===== src/rtl/bri_weight.sv =====
// ----------------------------------------------------------------------------
// bri_weight
// Second stage: the four bilinear weights, 2*FRAC_BITS fraction bits each.
// ----------------------------------------------------------------------------
module bri_weight #(
  parameter int FRAC_BITS = 8
) (
  input  logic                   clk,
  input  logic [FRAC_BITS:0]     fx,
  input  logic [FRAC_BITS:0]     fy,
  input  logic [FRAC_BITS:0]     gx,
  input  logic [FRAC_BITS:0]     gy,
  output logic [2*FRAC_BITS:0]   w00_r,
  output logic [2*FRAC_BITS:0]   w01_r,
  output logic [2*FRAC_BITS:0]   w10_r,
  output logic [2*FRAC_BITS:0]   w11_r
);

  localparam int W_W    = 2 * FRAC_BITS + 1;
  localparam int FULL_W = 2 * FRAC_BITS + 2;

  logic [FULL_W-1:0] w00_nxt;
  logic [FULL_W-1:0] w01_nxt;
  logic [FULL_W-1:0] w10_nxt;
  logic [FULL_W-1:0] w11_nxt;

  assign w00_nxt = gy * gx;
  assign w01_nxt = gy * fx;
  assign w10_nxt = fy * gx;
  assign w11_nxt = fy * fx;

  // each weight is at most 2^(2*FRAC_BITS)
  always_ff @(posedge clk) begin
    w00_r <= w00_nxt[W_W-1:0];
    w01_r <= w01_nxt[W_W-1:0];
    w10_r <= w10_nxt[W_W-1:0];
    w11_r <= w11_nxt[W_W-1:0];
  end

endmodule


===== config.mk =====
export PLATFORM = sky130hd
export DESIGN_NAME = bri_weight
export DESIGN_NICKNAME = d
export VERILOG_FILES = /design/src/rtl/bri_weight.sv
export SDC_FILE = /design/constraint.sdc
export NUM_CORES = 1
export LEC_CHECK = 0
export BUFFER_PORTS_ARGS = -buffer_cell sky130_fd_sc_hd__buf_4
export CAP_MARGIN = 20
export CORE_UTILIZATION = 50
export DETAILED_ROUTE_END_ITERATION = 12
export MAX_ROUTING_LAYER = met4
export PLACE_DENSITY = 0.82
export SLEW_MARGIN = 25
export SYNTH_ARGS = -nofsm -noshare
export SYNTH_HDL_FRONTEND = slang
export SYNTH_SLANG_ARGS = --single-unit
export TNS_END_PERCENT = 1

===== constraint.sdc =====
create_clock -name clk -period 4.8 [get_ports clk]
set_clock_uncertainty 0.2 [all_clocks]
set_input_delay 0.48 -clock clk [delete_from_list [all_inputs] [get_ports clk]]
set_output_delay 0.48 -clock clk [all_outputs]
set_load 0.1 [all_outputs]

==> impl_results.md <==
* Status: complete, no violations
* CTS Sinks at 68
* Sequential fraction of the synthesis area at 11.8%
* Clock Pin Slew Worst Setup and Hold Paths at 60 ps
* Post-DP Area at 12700 sq um
* Layout cells sized above 1 at 10.6%
* Hold crit path type: in -> reg
* Final worst path period share at 94.1%
* Final Util at 57.4%
* Mapped Avg Cell Area at 8.94 sq um
* DP HPWL at 19100 microns
* Power per cell area at 579 nW/um^2
* Post-synth top cells: inv_1 (308), and2_1 (199), fa_1 (196)
* Die area at 23800 sq um
* GRT Total Usage at 22.0%
* Tot Pwr at 0.00754 W
* Final slew viol count at 0
* Mapped cell area at 11600 sq um
* GP Congestion at 0.870
* Yosys top cell area share at 33.9%
* Slew headroom at 70.6%
* Final net count at 1765
* Hold Buf Count CTS at 0
* Syn Nets at 1673
* YS warnings at 0
* Synth cell types at 47
* Max VDD drop at 0.560 mV
* DR vias at 8685
* P_leak at 6.93 nW
* Iteration-0 DRC Markers at 494
* P&R area growth vs syn at 12.6%
* Largest net degree at the start of global routing at 19
* Fmax at 0.221 GHz
* Routed WL per cell at 14.2 microns
* CTS Buffer Depth at 2
* # resized after CTS at 0
* Drt total wl at 23800 microns
* Total CTS buffers at 9
* RSZ-0062 raised after global routing: no
* WHS at 307 ps
* Post-CTS Setup Inserts at 0
* Vias per inst at 5.17
* Drt first pass iters at 5
* DP Cell Count at 1662
* Core footprint at 22700 sq um
* Grt ovf at 0
* Initial Utilization at 51.0%
* # setup viols final at 0
* First-pass GRT wire length at 40500 microns
* Leading post-synthesis cells by cell area: fa_1 (34%), ha_1 (16%), dfxtp_1 (12%)
* CTS tree: done
* Final ANT Viol Nets at 0
* Syn Inst Count at 1296
* Final Hold Viols at 0
* Worst Path Arrival at 4560 ps
* Crit. End Element: flop
* Setup CP Type: in -> reg
* Worst EP required at 4850 ps
* Tmin final at 4520 ps
* Io pins at 105
* Root Buffer: clkbuf_16
* Max-cap violations at 0
* Die W at 154 microns
* # DRC at 0
* Slew of the pin with the lowest slew margin at 430 ps
* Top cell type by total area after synthesis: fa_1
* Number of global-route vias before repair at 8974
* Synth Flop Type: dfxtp_1
* Post-route cell area at 13000 sq um
* Row Count at 55
* Most numerous cell in the Yosys netlist: inv_1
* Fill cell count at 1953
* Seq cells post-synth at 68
* DIE HEIGHT at 154 microns
* Crit path max fanout at 18
* Ys async rst share at 0%
* CP Launch Type: input pin
* Post-synth EDFFs at 0
* CTS H-tree depth at 3
* Non-Filler Instances at 1679
* Initial antenna violation count at 1
* Port-buffer cells at 104
[per-stage QoR]
step	worst slack (ps)	TNS, ps
after global routing	125	0
after global placement	67.1	0
final	285	0
after detailed placement	-10.1	-10.1
after floorplan	31.9	0
after CTS	315	0
[report_power, final]
group	internal, W	total [W]	leakage [nW]	switching (W)
sequential	0.000866	0.000938	0.573	0.0000721
clock	0.000431	0.000706	0.148	0.000275
combinational	0.00200	0.00590	6.21	0.00390
total	0.00329	0.00754	6.93	0.00425
[worst max-delay path, stage by stage]
cell,delay (ps)
buf_4,210
nand2_1,100
fa_1,520
inv_1,60
fa_1,500
inv_1,60
fa_1,490
fa_1,490
inv_1,40
ha_1,290
o21a_1,180
o31a_1,130
o221a_2,280
o21ai_1,160
or4b_1,460
o311ai_1,110
[area by class of cell]
class,instances,area (sq um),share of cell area (%)
Antenna cell,1,2.50,0.0192
Inverter,308,1160,8.87
Multi-Input combinational cell,876,8910,68.3
Sequential cell,68,1360,10.4
Tap cell,285,357,2.74
Timing Repair Buffer,125,938,7.20
Clock inverter,5,58.8,0.451
Clock buffer,11,253,1.94
[final timing paths]
kind | from | end | slack, ps | depth (start not counted)
max | gy[6] | w00_r[14]$_DFF_P_ | 280 | 16
min | fx[0] | w11_r[0]$_DFF_P_ | 310 | 2
[cell families (layout without fill, tap and decap cells)]
logic type | after synthesis | in the layout | synth area share [%]
AND/OR/NAND/NOR | 383 | 383 | 17.7
buffers and inverters | 352 | 449 | 11.4
adder cells (fa/ha/maj) | 340 | 340 | 49.4
AO/OA/AOI/OAI | 100 | 100 | 5.73
flip-flops | 68 | 68 | 11.8
XOR/XNOR | 53 | 53 | 4.01
other | 0 | 1 | 0
[metal layers]
| metal | vias up | routed length, microns | part of all wire [%] | GRT usage, % |
|---|---|---|---|---|
| met2 | 252 | 12800 | 54 | 39.5 |
| li1 | 4053 | - | - | - |
| met3 | 42 | 1280 | 5.4 | 2.97 |
| met4 | 0 | 535 | 2.2 | 7.71 |
| met1 | 4338 | 9200 | 39 | 25.2 |
| met5 | - | 0 | 0 | - |
[registers in the layout (all words and copies together), names as in the netlist]
name,cells
w01_r,17
w00_r,17
w10_r,17
w11_r,17
[layout by cell type, fill, tap and decap left out, types with 4 or more instances in the layout]
cell | netlist | routed
inv_1 | 308 | 308
and2_1 | 199 | 199
fa_1 | 196 | 196
ha_1 | 144 | 143
nand2_1 | 131 | 131
buf_4 | 0 | 125
dfxtp_1 | 68 | 68
xnor2_1 | 48 | 48
a21oi_1 | 26 | 26
nor2_1 | 19 | 19
o21ai_0 | 16 | 16
o21a_1 | 15 | 15
clkbuf_16 | 0 | 9
a21o_1 | 8 | 8
o21bai_1 | 6 | 6
nor2b_1 | 5 | 5
o31a_1 | 5 | 5
xor2_1 | 5 | 5
nor3_1 | 4 | 4
o211ai_1 | 4 | 4
Power figures use the tool's default switching activity.
