## config.mk

```make
export PLATFORM = sky130hd
export DESIGN_NAME = bri_front
export DESIGN_NICKNAME = d
export VERILOG_FILES = /design/src/rtl/bri_pkg.sv /design/src/rtl/bri_front.sv
export SDC_FILE = /design/constraint.sdc
export NUM_CORES = 1
export LEC_CHECK = 0
export CELL_PAD_IN_SITES_DETAIL_PLACEMENT = 1
export CELL_PAD_IN_SITES_GLOBAL_PLACEMENT = 2
export CORE_ASPECT_RATIO = 0.8
export CORE_UTILIZATION = 25
export CTS_CLUSTER_DIAMETER = 120
export DETAILED_ROUTE_END_ITERATION = 16
export DONT_BUFFER_PORTS = 1
export GPL_TIMING_DRIVEN = 0
export HOLD_SLACK_MARGIN = 0.02
export PLACE_DENSITY = 0.54
export SLEW_MARGIN = 15
export SYNTH_ARGS = -nofsm -noshare
export SYNTH_HDL_FRONTEND = slang
export SYNTH_SLANG_ARGS = --single-unit
```

## constraint.sdc

```tcl
create_clock -name clk -period 4.7 [get_ports clk]
set_input_delay 0.705 -clock clk [delete_from_list [all_inputs] [get_ports clk]]
set_output_delay 0.705 -clock clk [all_outputs]
set_load 0.1 [all_outputs]
```

## src/rtl/bri_pkg.sv

```systemverilog
// ----------------------------------------------------------------------------
// bri_pkg
// Shared types and constants for the bilinear RGB interpolator.
// ----------------------------------------------------------------------------
package bri_pkg;

  localparam int POS_W     = 20;
  localparam int PIX_W     = 24;
  localparam int CH_W      = 8;
  localparam int DIM_W     = 12;
  localparam int CFG_IDX_W = 2;
  localparam int MAX_LANES = PIX_W / CH_W;

  localparam logic [CH_W-1:0]  CH_MAX      = {CH_W{1'b1}};
  localparam logic [DIM_W-1:0] DIM_RESET   = 12'd1024;

  typedef enum logic [CFG_IDX_W-1:0] {
    REG_IMAGE_WIDTH  = 2'd0,
    REG_IMAGE_HEIGHT = 2'd1
  } cfg_reg_t;

  typedef enum logic [1:0] {
    CASE_INTERP = 2'd0,
    CASE_EDGE   = 2'd1,
    CASE_BLACK  = 2'd2
  } case_t;

  typedef struct packed {
    logic signed [POS_W-1:0] pos_x;
    logic signed [POS_W-1:0] pos_y;
    logic [PIX_W-1:0]        top_left_pixel;
    logic [PIX_W-1:0]        top_right_pixel;
    logic [PIX_W-1:0]        bottom_left_pixel;
    logic [PIX_W-1:0]        bottom_right_pixel;
  } in_req_t;

  typedef struct packed {
    logic [PIX_W-1:0] result_pixel;
    logic [1:0]       case_taken;
  } out_rsp_t;

  typedef struct packed {
    logic  valid;
    case_t kind;
  } pipe_ctl_t;

endpackage

```

## src/rtl/bri_front.sv

```systemverilog
// ----------------------------------------------------------------------------
// bri_front
// First stage: classifies the sample position and splits off the fractions.
// ----------------------------------------------------------------------------
module bri_front #(
  parameter int FRAC_BITS = 8
) (
  input  logic                          clk,
  input  logic                          rst_n,
  input  logic                          in_valid,
  input  bri_pkg::in_req_t              in_req,
  input  logic [bri_pkg::DIM_W-1:0]     image_width,
  input  logic [bri_pkg::DIM_W-1:0]     image_height,
  output bri_pkg::pipe_ctl_t            s1_ctl_r,
  output bri_pkg::in_req_t              s1_req_r,
  output logic [FRAC_BITS:0]            s1_fx_r,
  output logic [FRAC_BITS:0]            s1_fy_r,
  output logic [FRAC_BITS:0]            s1_gx_r,
  output logic [FRAC_BITS:0]            s1_gy_r
);
  import bri_pkg::*;

  localparam int LIM_W = DIM_W + 1 + FRAC_BITS;
  localparam int CMP_W = (LIM_W > POS_W) ? LIM_W : POS_W;
  localparam int TR_W  = POS_W + 1;
  localparam logic [FRAC_BITS:0] ONE = {1'b1, {FRAC_BITS{1'b0}}};

  logic signed [DIM_W:0]   wm1;
  logic signed [DIM_W:0]   hm1;
  logic signed [CMP_W-1:0] px_e;
  logic signed [CMP_W-1:0] py_e;
  logic signed [CMP_W-1:0] lim_x;
  logic signed [CMP_W-1:0] lim_y;
  logic                    x_neg;
  logic                    y_neg;
  logic [TR_W-1:0]         px_mag;
  logic [TR_W-1:0]         py_mag;
  logic [TR_W-1:0]         tx_mag;
  logic [TR_W-1:0]         ty_mag;
  logic [TR_W-1:0]         tx;
  logic [TR_W-1:0]         ty;
  logic                    in_image;
  logic                    on_edge;
  logic [FRAC_BITS:0]      fx;
  logic [FRAC_BITS:0]      fy;
  pipe_ctl_t               s1_ctl_nxt;

  assign wm1 = $signed({1'b0, image_width}  - {{DIM_W{1'b0}}, 1'b1});
  assign hm1 = $signed({1'b0, image_height} - {{DIM_W{1'b0}}, 1'b1});

  assign px_e  = CMP_W'($signed(in_req.pos_x));
  assign py_e  = CMP_W'($signed(in_req.pos_y));
  assign lim_x = CMP_W'(wm1) <<< FRAC_BITS;
  assign lim_y = CMP_W'(hm1) <<< FRAC_BITS;

  assign x_neg = in_req.pos_x[POS_W-1];
  assign y_neg = in_req.pos_y[POS_W-1];

  assign in_image = !x_neg && !y_neg && (px_e < lim_x) && (py_e < lim_y);

  // truncation toward zero
  assign px_mag = x_neg ? (TR_W'(0) - TR_W'($signed(in_req.pos_x)))
                        : TR_W'($signed(in_req.pos_x));
  assign py_mag = y_neg ? (TR_W'(0) - TR_W'($signed(in_req.pos_y)))
                        : TR_W'($signed(in_req.pos_y));
  assign tx_mag = px_mag >> FRAC_BITS;
  assign ty_mag = py_mag >> FRAC_BITS;
  assign tx     = x_neg ? (TR_W'(0) - tx_mag) : tx_mag;
  assign ty     = y_neg ? (TR_W'(0) - ty_mag) : ty_mag;

  assign on_edge = (tx == TR_W'(wm1)) || (ty == TR_W'(hm1));

  assign fx = {1'b0, in_req.pos_x[FRAC_BITS-1:0]};
  assign fy = {1'b0, in_req.pos_y[FRAC_BITS-1:0]};

  always_comb begin
    s1_ctl_nxt.valid = in_valid;
    if (in_image) begin
      s1_ctl_nxt.kind = CASE_INTERP;
    end else if (on_edge) begin
      s1_ctl_nxt.kind = CASE_EDGE;
    end else begin
      s1_ctl_nxt.kind = CASE_BLACK;
    end
  end

  always_ff @(posedge clk) begin
    if (!rst_n) begin
      s1_ctl_r <= '{valid: 1'b0, kind: CASE_BLACK};
    end else begin
      s1_ctl_r <= s1_ctl_nxt;
    end
  end

  always_ff @(posedge clk) begin
    s1_req_r <= in_req;
    s1_fx_r  <= fx;
    s1_fy_r  <= fy;
    s1_gx_r  <= ONE - fx;
    s1_gy_r  <= ONE - fy;
  end

endmodule

```

==> results.json <==
{
  "status": "completed",
  "rows": 52,
  "vias": 4879,
  "die_h_um": 147.4,
  "post_drt_wl_per_cell_um": 23.59,
  "crit_required_ns": 5.08,
  "port_buffers": 0,
  "worst_pin_slew_ns": 1.077,
  "p_per_area_nw_per_um2": 495.4,
  "synthDistinctLibCells": 77,
  "p_int_mw": 2.382,
  "wirelength_mm": 24.13,
  "crit_slowest_cell": "or4b_1",
  "core_um2": 25630,
  "finalPower_mw": 3.815,
  "worstHoldStart": "in_req[115]",
  "path_common_cell": "ha_1",
  "seq_area_frac_synth_pct": 46.97,
  "cts_tree": "yes",
  "max_cap_violations": 0,
  "hold_viol_final": 0,
  "synth_cells": 631,
  "whs_path_depth": 0,
  "synth_common_cells": "155 x dfxtp_1, 54 x xnor2_1, 31 x nor2_1",
  "grt_overflow": 0,
  "multi_input_area_um2": 3212,
  "drt_first_pass_iters": 4,
  "cts.sinks": 155,
  "ys_ff_latch": 155,
  "first_global_vias": 5038,
  "tns_ns": 0,
  "drive_gt1_share_pct": 13.70,
  "holdBufCountCts": 0,
  "setup_violations": 0,
  "crit_arrival_ns": 4.78,
  "grt_pass1_wl_mm": 34.42,
  "hold-path-endpoint": "s1_req_r[115]",
  "combPwrFrac_pct": 9.5,
  "relSlewSlack_pct": 28.08,
  "synth_top_area_cell": "dfxtp_1",
  "path_cells": "inv_1 > ha_1 > or3b_2 > clkbuf_1 > o21ai_1 > xor2_1 > ha_1 > nor4b_1 > nand3_1 > o211ai_1 > nand4_1 > or4b_1 > o221ai_1 > o2111ai_1 > nor4b_4 > o221a_1",
  "synth_area_leaders": "dfxtp_1 47%, xnor2_1 7.2%, ha_1 5.7%",
  "hp-class": "primary input to register",
  "ir_worst_vdd_uv": 232.8,
  "seq_power_share_pct": 51.5,
  "nNetsFinal": 844,
  "fin_crit_sh_pct": 93.77,
  "pre_cts_slack_ns": -0.3967,
  "synth_flop_cell": "dfxtp_1",
  "ant_nets": 0,
  "fin_cells": 1023,
  "p_leak_nw": 2.862,
  "synth_async_sr_flop_share_pct": 0,
  "worst_setup_path_start_kind": "primary input",
  "slew_violations": 0,
  "setup_ws_ns": 0.2928,
  "grt_max_degree": 17,
  "synth-edff-count": 0,
  "clkTransAtPathRegs_ns": 0.08,
  "cts_max_level": 4,
  "finalCriticalPeriod_ns": 4.407,
  "rsz0062_at_grt": "no",
  "drc_errors": 0,
  "synth_top_area_share_pct": 46.97,
  "end_kind": "register",
  "area_growth_pct": 16.55,
  "fillers": 2901,
  "dp_hpwl_mm": 19.45,
  "clk_path_buf_depth": 2,
  "dp.cells": 983,
  "cts_root_buf": "clkbuf_16",
  "final_area_um2": 7700,
  "place_congestion": 0.7881,
  "routed_via_density": 4.769,
  "drtIter0Drc": 203,
  "grt_usage_pct": 17.49,
  "syn_area_um2": 6606,
  "crit_fanout": 7,
  "setup.worst_path.class": "primary input to register",
  "p_switching_mw": 1.433,
  "area.sequential_um2": 3103,
  "p_sw_share_pct": 37.56,
  "antenna_found_initial": 12,
  "io_pins": 338,
  "fmax_mhz": 226.9,
  "cpPeakStageDelay_ns": 0.60,
  "yosys_warnings": 0,
  "place_area_um2": 7049,
  "die_x_um": 183.7,
  "start_util_pct": 25.77,
  "numCtsBuffers": 17,
  "avgSynthCellArea_um2": 10.47,
  "power_frac_clock_pct": 39.1,
  "synth_most_common_cell": "dfxtp_1",
  "die-area_um2": 27080
}
==> layout make-up <==
| class | instances | share of cell area, % |
|---|---|---|
| inverter | 15 | 0.7312 |
| clock inverter | 15 | 2.600 |
| buffer | 39 | 3.071 |
| multi-input combinational | 422 | 41.71 |
| timing repair buffer | 1 | 0.09750 |
| antenna | 8 | 0.2600 |
| tap | 351 | 5.704 |
| clock buffer | 17 | 5.525 |
| sequential | 155 | 40.30 |
==> cells in the final DEF, fill, tap and decap left out, types with 5 or more instances in the layout <==
cell type / n
nand2b_1: 8
clkbuf_1: 12
nor4_1: 21
o31ai_1: 5
o31a_1: 5
dfxtp_1: 155
nor2_1: 31
xnor2_1: 54
nand2_1: 25
diode_2: 8
a21oi_1: 19
mux2i_1: 7
inv_1: 14
inv_6: 5
o211ai_1: 6
o21a_1: 10
xor2_1: 26
mux2_2: 6
clkbuf_16: 17
or3_1: 16
nor3_1: 18
buf_4: 22
nand3_1: 12
or4_1: 5
o21ai_0: 16
nand4_1: 10
a21o_1: 7
ha_1: 30
==> registers in the layout (all words and copies together), names as in the netlist <==
signal and count:
s1_ctl_r 3, s1_gy_r 8, s1_req_r 135, s1_gx_r 9
==> worst max-delay path by stage <==
stage,start,to,depth (start not counted)
after floorplan,in_req[116],s1_ctl_r[0],16
after global placement,in_req[115],s1_ctl_r[0],14
after detailed placement,in_req[115],s1_ctl_r[0],14
after CTS,in_req[116],s1_ctl_r[0],16
after global routing,in_req[116],s1_ctl_r[0],17
final,in_req[116],s1_ctl_r[0],16
==> kinds of logic (layout without fill, tap and decap cells) <==
family	after synthesis	after routing	synth area share [%]
simple gates	183	183	16.25
flops	155	155	46.97
compound gates	111	111	13.03
xor+xnor	83	83	11.46
buf+inv	55	87	4.470
fa+ha+maj	30	30	5.682
mux	13	13	2.083
other cells	1	10	0.05676
==> power groups by stage <==
| stage | Sequential (mW) | Combinational (mW) | Clock (mW) |
|---|---|---|---|
| 6_report | 1.96 | 0.362 | 1.49 |
| 5_1_grt | 1.97 | 0.400 | 1.59 |
| 4_1_cts | 1.97 | 0.366 | 1.53 |
| 3_5_place_dp | 1.99 | 0.364 | 0 |
| 3_3_place_gp | 2.00 | 0.357 | 0 |
| 2_1_floorplan | 1.96 | 0.304 | 0 |
==> critical path: cells and delay by family <==
kind | cells | cell delay [ns]
buffers and inverters | 2 | 0.29
AOI/OAI and AO/OA | 5 | 1.13
xor gates and xnor gates | 1 | 0.20
adders and majority gates | 2 | 0.48
and+or+nand+nor | 6 | 1.98
==> what timing repair did <==
action                                  CTS  global route
buffers inserted                          0             1
endpoints found under the setup margin    1             2
cloned                                    0             0
resized for setup                         1             1
==> routing by layer <==
layer	wire length (um)	GRT usage (%)	vias to the layer above
li1	-	-	2310
met1	11920	23.91	2355
met2	10370	25.89	173
met3	1474	5.297	31
met4	315	6.167	10
met5	56	0	-
==> metrics by stage <==
step	utilization, %	hold WS, ns
2_1_floorplan	-	0.7327
6_report	30.04	0.2941
3_3_place_gp	27.50	0.7328
3_5_place_dp	27.50	0.7328
4_1_cts	29.94	0.2646
5_1_grt	30.00	0.2633
(Power assumes the default switching activity.)
