[src/rtl/bri_pkg.sv]
// ----------------------------------------------------------------------------
// bri_pkg
// Shared types and constants for the bilinear RGB interpolator.
// ----------------------------------------------------------------------------
package bri_pkg;

  localparam int POS_W     = 20;
  localparam int PIX_W     = 24;
  localparam int CH_W      = 8;
  localparam int DIM_W     = 12;
  localparam int CFG_IDX_W = 2;
  localparam int MAX_LANES = PIX_W / CH_W;

  localparam logic [CH_W-1:0]  CH_MAX      = {CH_W{1'b1}};
  localparam logic [DIM_W-1:0] DIM_RESET   = 12'd1024;

  typedef enum logic [CFG_IDX_W-1:0] {
    REG_IMAGE_WIDTH  = 2'd0,
    REG_IMAGE_HEIGHT = 2'd1
  } cfg_reg_t;

  typedef enum logic [1:0] {
    CASE_INTERP = 2'd0,
    CASE_EDGE   = 2'd1,
    CASE_BLACK  = 2'd2
  } case_t;

  typedef struct packed {
    logic signed [POS_W-1:0] pos_x;
    logic signed [POS_W-1:0] pos_y;
    logic [PIX_W-1:0]        top_left_pixel;
    logic [PIX_W-1:0]        top_right_pixel;
    logic [PIX_W-1:0]        bottom_left_pixel;
    logic [PIX_W-1:0]        bottom_right_pixel;
  } in_req_t;

  typedef struct packed {
    logic [PIX_W-1:0] result_pixel;
    logic [1:0]       case_taken;
  } out_rsp_t;

  typedef struct packed {
    logic  valid;
    case_t kind;
  } pipe_ctl_t;

endpackage

[src/rtl/bri_lane.sv]
// ----------------------------------------------------------------------------
// bri_lane
// One color channel: weighted products, round half to even, clamp, sum.
// ----------------------------------------------------------------------------
module bri_lane #(
  parameter int FRAC_BITS = 8
) (
  input  logic                          clk,
  input  logic [2*FRAC_BITS:0]          w00,
  input  logic [2*FRAC_BITS:0]          w01,
  input  logic [2*FRAC_BITS:0]          w10,
  input  logic [2*FRAC_BITS:0]          w11,
  input  logic [bri_pkg::CH_W-1:0]      v00,
  input  logic [bri_pkg::CH_W-1:0]      v01,
  input  logic [bri_pkg::CH_W-1:0]      v10,
  input  logic [bri_pkg::CH_W-1:0]      v11,
  output logic [bri_pkg::CH_W-1:0]      chan_sum
);
  import bri_pkg::*;

  localparam int S_W   = 2 * FRAC_BITS;
  localparam int P_W   = S_W + 1 + CH_W;
  localparam int Q_W   = P_W - S_W;
  localparam int SUM_W = CH_W + 2;
  localparam logic [S_W-1:0] HALF = {1'b1, {(S_W-1){1'b0}}};

  logic [P_W-1:0]   prod_r [4];
  logic [CH_W-1:0]  term_r [4];
  logic [P_W-1:0]   prod_nxt [4];
  logic [CH_W-1:0]  term_nxt [4];
  logic [SUM_W-1:0] sum;

  function automatic logic [CH_W-1:0] round_clamp(input logic [P_W-1:0] p);
    logic [Q_W-1:0] q;
    logic [S_W-1:0] r;
    logic [Q_W:0]   qr;
    logic           up;
    q  = p[P_W-1:S_W];
    r  = p[S_W-1:0];
    up = (r > HALF) || ((r == HALF) && q[0]);
    qr = {1'b0, q} + (Q_W + 1)'(up);
    return (qr > (Q_W + 1)'(CH_MAX)) ? CH_MAX : qr[CH_W-1:0];
  endfunction

  assign prod_nxt[0] = P_W'(w00) * P_W'(v00);
  assign prod_nxt[1] = P_W'(w01) * P_W'(v01);
  assign prod_nxt[2] = P_W'(w10) * P_W'(v10);
  assign prod_nxt[3] = P_W'(w11) * P_W'(v11);

  always_comb begin
    for (int i = 0; i < 4; i++) begin
      term_nxt[i] = round_clamp(prod_r[i]);
    end
  end

  always_ff @(posedge clk) begin
    for (int i = 0; i < 4; i++) begin
      prod_r[i] <= prod_nxt[i];
      term_r[i] <= term_nxt[i];
    end
  end

  assign sum = SUM_W'(term_r[0]) + SUM_W'(term_r[1])
             + SUM_W'(term_r[2]) + SUM_W'(term_r[3]);

  assign chan_sum = (sum > SUM_W'(CH_MAX)) ? CH_MAX : sum[CH_W-1:0];

endmodule

[config.mk]
export PLATFORM = sky130hd
export DESIGN_NAME = bri_lane
export DESIGN_NICKNAME = d
export VERILOG_FILES = /design/src/rtl/bri_pkg.sv /design/src/rtl/bri_lane.sv
export SDC_FILE = /design/constraint.sdc
export NUM_CORES = 1
export LEC_CHECK = 0
export ABC_CLOCK_PERIOD_IN_PS = 4200
export BUFFER_PORTS_ARGS = -buffer_cell sky130_fd_sc_hd__buf_4
export CAP_MARGIN = 20
export CORE_MARGIN = 2
export CORE_UTILIZATION = 25
export DETAILED_ROUTE_END_ITERATION = 12
export SETUP_SLACK_MARGIN = 0.2
export SYNTH_ARGS = -nofsm -noshare
export SYNTH_HDL_FRONTEND = slang
export SYNTH_SLANG_ARGS = --single-unit
export TNS_END_PERCENT = 30
[constraint.sdc]
create_clock -name clk -period 4.2 [get_ports clk]
set_clock_uncertainty 0.05 [all_clocks]
set_input_delay 0.21 -clock clk [delete_from_list [all_inputs] [get_ports clk]]
set_output_delay 0.21 -clock clk [all_outputs]
set_load 0.01 [all_outputs]
==> results.cfg, run 1 <==
[die]
fp.dieArea_um2 = 89140
die_x_um = 298.6
initial_utilization_pct = 25.12
fp-row-count = 108
core_area_um2 = 86350
boundaryPins = 109
die_h_um = 298.6

[sta]
slew_violations = 0
hold_viol_final = 0
setup_viol_count_final = 8
max_freq_ghz = 0.2275
fin_ws_ns = -0.1960
post-route-period-util_pct = 104.7
whs_ns = 0.07570
finalCriticalPeriod_ns = 4.396
tightestPinTransition_ns = 0.4628
relSlewSlack_pct = 68.26
rsz0062_at_grt = true

[logic_synthesis]
synth_area_per_cell_um2 = 9.016
synth_area_um2 = 21690
synth-warning-count = 0
synth_edf_count = 0
synth_cell_type_count = 64
synthMuxAreaShare_pct = 0.1846
synth.ff_latch_count = 132
synthAdderAreaFrac_pct = 45.91
synth_nets = 3081
ys.flop_type = dfxtp_1
synth_top_family_by_area = adder cells
synth_xor_area_share_pct = 4.078
yosys.area_share.simple_pct = 20.65
synth_compound_area_share_pct = 7.977
async_reset_ff_share_pct = 0
yosysSeqAreaShare_pct = 12.18
netlist_instances = 2406

[cts]
numCtsBuffers = 17
cts.clk_slew.worst_paths_ns = 0.06
clock_latency_ns = 0.45
cts_tree = done
h-tree-depth = 4
cts_root_buffer = clkbuf_16
clockBufferDepth = 2
numClockSinks = 132

[placement]
io_buffer_count = 108
globalplace.congestion = 0.7924
dp_hpwl_um = 40850

[setup_path]
start_kind = flop
cp.arrival_ns = 4.14
timing.reg2reg.worst_path_depth = 9
r2r_setup_slack_ns = 1.61
crit_type = reg2out
critPathLaunch = term_r[0][0]
end_kind = output port
reg2reg_from = prod_r[2][16]
reg2reg_to = term_r[2][5]
worstPathRequired_ns = 3.94
cp_max_fo = 4
endpoint = chan_sum[4]

[run_status]
violations = setup timing
status = complete, but fails checks

[detailed_routing]
drc = 0
route.met3.wl_um = 1014
wl_met1_um = 22480
wl_um = 47280
via_per_inst = 4.194
num_vias = 16470
top_layer_used = met4
wl_met2_um = 23360
drtIter0Drc = 520
postRouteAntennaNets = 0
wl_per_cell_um = 12.04
drt-pass1-iter-count = 7

[finish]
fillers = 9079
fin_util_pct = 31.36
final_layout_size_suffix_gt1_share_pct = 18.59
ff_latch_area_um2 = 2648
final_common_cell = inv_1
multiInputGateArea_um2 = 17670
area_delta_synth_final_pct = 24.81
diodes = 0
final_cell_mix = inv_1 (471), and2_1 (443), buf_4 (366)
nets = 3434

[worst_hold_path]
min_path_type = in2reg

[global_routing]
grt_pass1_vias = 17540
antenna_found_initial = 0
grt_max_degree = 18
globalRouteOverflowTotal = 0
grt_usage_pct = 11.29
grt_pass1_wl_um = 84150

[power]
p_per_area_nw_per_um2 = 799.2
finalPower_mw = 21.64
p_leak_nw = 13.38
max-vdd-ir-drop_mv = 1.213

[run]
cap_violations = 0
[metrics by stage]
step                std cells  setup WS (ns)  instance area (um2)  setup TNS, ns
floorplan                2406        0.01568                21980              0
finish                   3926        -0.1960                27070         -1.340
global route             3926        -0.3427                27070         -2.656
global placement         3887        -0.2729                25930         -4.073
detailed placement       3887        -0.2700                25930         -4.956
CTS                      3925        -0.2092                26740         -1.587
[worst min path at each step]
stage                       start            to  slack, ns  cells after the start
finish                     v00[0]  prod_r[0][0]       0.08                      2
global route               v00[0]  prod_r[0][0]       0.04                      2
CTS                        v00[0]  prod_r[0][0]       0.02                      2
detailed placement  prod_r[2][24]  term_r[2][7]       0.42                      1
global placement    prod_r[2][24]  term_r[2][7]       0.43                      1
floorplan                  w01[0]  prod_r[1][0]       0.28                      1
[final cells by class]
type                       count  area share, %
multi-input combinational   1754          65.25
timing repair buffer         379          10.75
sequential                   132          9.779
inverter                     475          6.585
tap                         1155          5.338
clock buffer                  19          1.636
clock inverter                12         0.6655
[Yosys cell counts, drive strengths merged, types with 7 or more instances]
cell type	count	area [um2]
a21o	36	270.3
clkbuf	43	161.4
nor4	19	118.9
a31oi	13	81.33
o21a	12	90.09
and2	450	2815
nor2	55	209.0
dfxtp	132	2643
o31ai	7	57.55
o21bai	9	67.56
o21ai	58	294.0
fa	370	7407
nor2b	7	43.79
xor2	36	315.3
nand2	173	649.4
xnor2	65	569.3
nand4	7	43.79
nor3	14	70.07
ha	204	2552
a211oi	13	115.1
a21oi	82	410.4
nand2b	25	156.4
nand3	28	140.1
inv	475	1783
[registers in the layout, summed over array words and instances (netlist names)]
signal,cells
prod_r,100
term_r,32
[cell families (layout without fill, tap and decap cells)]
logic type	count (synthesis)	in the layout
muxes	4	4
DFF	132	132
and+or+nand+nor	809	809
adders and majority gates	574	574
buffers and inverters	520	885
xor gates and xnor gates	101	101
AOI/OAI and AO/OA	266	266
[timing repair]
action | CTS | global route
pin swaps | 10 | 51
hold buffers | 1 | 0
endpoints found under the setup margin | 8 | 36
gates resized for setup | 35 | 72
hold endpoints to repair | 1 | 0
buffers inserted | 6 | 1
[power breakdown]
group / switching, mW / leakage [nW] / internal, mW
Combinational: 8.97 / 12.0 / 8.75
Clock: 0.593 / 0.299 / 1.00
Sequential: 0.313 / 1.11 / 2.00
Total: 9.88 / 13.4 / 11.8
[worst max-delay path, cell delays in order (launching register included)]
cell and delay [ns]:
dfxtp_4 0.37, ha_4 0.13, inv_2 0.03, fa_2 0.35, xor2_1 0.17, fa_1 0.50
inv_2 0.06, ha_4 0.23, a21o_1 0.16, a21oi_2 0.17, o21bai_1 0.13, o311a_1 0.40
or2_4 0.25, a211oi_4 0.28, buf_6 0.16, nand2_2 0.10, buf_4 0.17
[routing by layer]
metal | vias up | track usage, %
met2 | 134 | 19.58
met4 | 0 | 1.890
met1 | 8137 | 15.03
li1 | 8162 | -
met5 | - | 0
met3 | 34 | 1.679
Power figures use the tool's default switching activity.
==> run 2: changes to the inputs <==
--- a/config.mk
+++ b/config.mk
@@ -8,8 +8,10 @@
 export ABC_CLOCK_PERIOD_IN_PS = 4200
 export BUFFER_PORTS_ARGS = -buffer_cell sky130_fd_sc_hd__buf_4
 export CAP_MARGIN = 20
+export CORE_ASPECT_RATIO = 0.6
 export CORE_MARGIN = 2
 export CORE_UTILIZATION = 25
+export CTS_CLUSTER_SIZE = 16
 export DETAILED_ROUTE_END_ITERATION = 12
 export SETUP_SLACK_MARGIN = 0.2
 export SYNTH_ARGS = -nofsm -noshare
==> run 2 against run 1 <==
Via count down 0.38%. First-iteration DRC count increased by 48%. Critical path type unchanged. Critical path depth is the same. The run ends with DRC, setup timing left. Combinational power is essentially flat. Sequential share of layout area is essentially flat. Largest cell class unchanged. Register-to-register slack about the same. Count of clock-buffer cells in the layout is 2 lower.
==> results.cfg, run 2 (synthesized netlist as in run 1, its figures left out) <==
[setup_path]
max_stage_delay_ns = 0.50
crit_cells = 16
critPathLaunch = term_r[0][0]
crit_type = reg2out
critical_path.n_buffers_inverters = 4
r2r_setup_slack_ns = 1.62
worstPathRequired_ns = 3.94
timing.reg2reg.worst_path_depth = 9
cp_max_fo = 8
reg2reg_from = prod_r[2][2]
critical_path.top_delay_family = adder cells
endpoint = chan_sum[3]
start_kind = flop
cp.arrival_ns = 3.98
end_kind = output port
reg2reg_to = term_r[2][5]
crit_chain = ha_4 > inv_2 > fa_2 > fa_1 > inv_1 > ha_1 > fa_2 > a21o_1 > a21oi_2 > o21bai_1 > a21oi_2 > nand3_4 > a211oi_4 > buf_6 > nand2_4 > buf_6
cpMaxStageDelayCell = fa_1

[power]
finalPower_mw = 21.92
p_per_area_nw_per_um2 = 807.2
p_leak_nw = 13.43
pwr-share-seq_pct = 10.5
p_clk_share_pct = 7.3
swShare_pct = 46.38
combPwrFrac_pct = 82.3
p_sw_mw = 10.17
max-vdd-ir-drop_mv = 1.413
p_int_mw = 11.76

[die]
fp.dieArea_um2 = 89220
fp-row-count = 83
core_area_um2 = 85780
initial_utilization_pct = 25.29
die_x_um = 384.3
die_h_um = 232.2
boundaryPins = 109

[run_status]
violations = DRC, setup timing
status = complete, but fails checks

[sta]
hold_viol_final = 0
finalCriticalPeriod_ns = 4.240
whs_ns = 0.09546
max_freq_ghz = 0.2358
slew_violations = 0
setup_viol_count_final = 8
relSlewSlack_pct = 67.50
rsz0062_at_grt = true
post-route-period-util_pct = 101.0
fin_ws_ns = -0.04048
tightestPinTransition_ns = 0.4739

[cts]
cts.clk_slew.worst_paths_ns = 0.06
numCtsBuffers = 17
cts_tree = done
h-tree-depth = 4
cts_root_buffer = clkbuf_16
numClockSinks = 132
clockBufferDepth = 2
clock_latency_ns = 0.44

[placement]
globalplace.congestion = 0.8115
place_ws_ns = -0.3135
dp_hpwl_um = 45190
place_area_um2 = 25930
io_buffer_count = 108

[global_routing]
grt_pass1_wl_um = 88300
grt_usage_pct = 12.05
grt_pass1_vias = 16890
grt_max_degree = 18
globalRouteOverflowTotal = 0
antenna_found_initial = 2

[detailed_routing]
via_per_inst = 4.180
drc = 5
route.met3.wl_um = 1975
wl_per_cell_um = 13.25
drtIter0Drc = 770
drt-pass1-iter-count = 10
num_vias = 16400
postRouteAntennaNets = 0
wl_met2_um = 20220
wl_met1_um = 29640
wl_um = 51980
top_layer_used = met4

[finish]
nets = 3439
top_register = prod_r
fillers = 9060
final_cell_mix = inv_1 (464), and2_1 (439), buf_4 (366)
largest_registers = prod_r: 100 flops, term_r: 32 flops
area_delta_synth_final_pct = 25.19
final_layout_size_suffix_gt1_share_pct = 19.30
final_design_area_no_fill_um2 = 27160
final_common_cell = inv_1
largest_reg_flops = 100
diodes = 0

[run]
cap_violations = 0

[worst_hold_path]
min_path_type = in2reg
[run 2: cell types whose count changed in the layout (fill, tap and decap cells not counted), sizes merged]
cell and delta:
buf +5, bufinv -2, clkbuf -2, clkinv -1, clkinvlp -1, inv +7
[run 2: repair_timing]
action / in CTS / in global routing
endpoints found under the hold margin: 1 / 0
endpoints found under the setup margin: 11 / 37
pin swaps: 20 / 64
hold buffers: 1 / 0
resized for setup: 48 / 80
setup buffers: 4 / 5
[run 2: metrics by stage]
stage	setup TNS, ns	util [%]	std cells
global placement	-4.527	30.23	3882
CTS	-1.198	31.25	3919
detailed placement	-5.433	30.23	3882
finish	-0.2881	31.66	3924
floorplan	0	-	2406
global route	-1.650	31.66	3924
[run 2: layout make-up]
| type | instances | area, um2 | area share (%) |
|---|---|---|---|
| clock buffers | 17 | 425.4 | 1.566 |
| clock inverters | 15 | 207.7 | 0.7648 |
| inverters | 475 | 1783 | 6.565 |
| multi-input cells | 1754 | 17690 | 65.16 |
| flip-flops and latches | 132 | 2645 | 9.740 |
| well taps | 1147 | 1435 | 5.285 |
| repair buffers | 384 | 2967 | 10.92 |
[run 2: worst min path at each step]
stage                   from           end  slack, ns  cells after the start
2_1_floorplan         w01[0]  prod_r[1][0]       0.28                      1
3_3_place_gp   prod_r[1][20]  term_r[1][4]       0.43                      2
3_5_place_dp   prod_r[1][24]  term_r[1][7]       0.44                      1
4_1_cts               v10[0]  prod_r[2][0]       0.06                      2
5_1_grt               v00[0]  prod_r[0][0]       0.08                      2
6_report              v10[0]  prod_r[2][0]        0.1                      2
[run 2: metal layers]
layer	up-vias	track usage, %
li1	8164	-
met1	7994	19.65
met2	239	16.74
met3	7	1.819
met4	0	1.270
met5	-	0
[run 2: power by group through the flow]
| stage | combinational [mW] | clock, mW | sequential [mW] |
|---|---|---|---|
| finish | 18.0 | 1.59 | 2.29 |
| global route | 20.2 | 1.72 | 2.36 |
| CTS | 17.5 | 1.67 | 2.31 |
| detailed placement | 15.7 | 0 | 2.32 |
| global placement | 15.5 | 0 | 2.31 |
| floorplan | 10.2 | 0 | 2.21 |
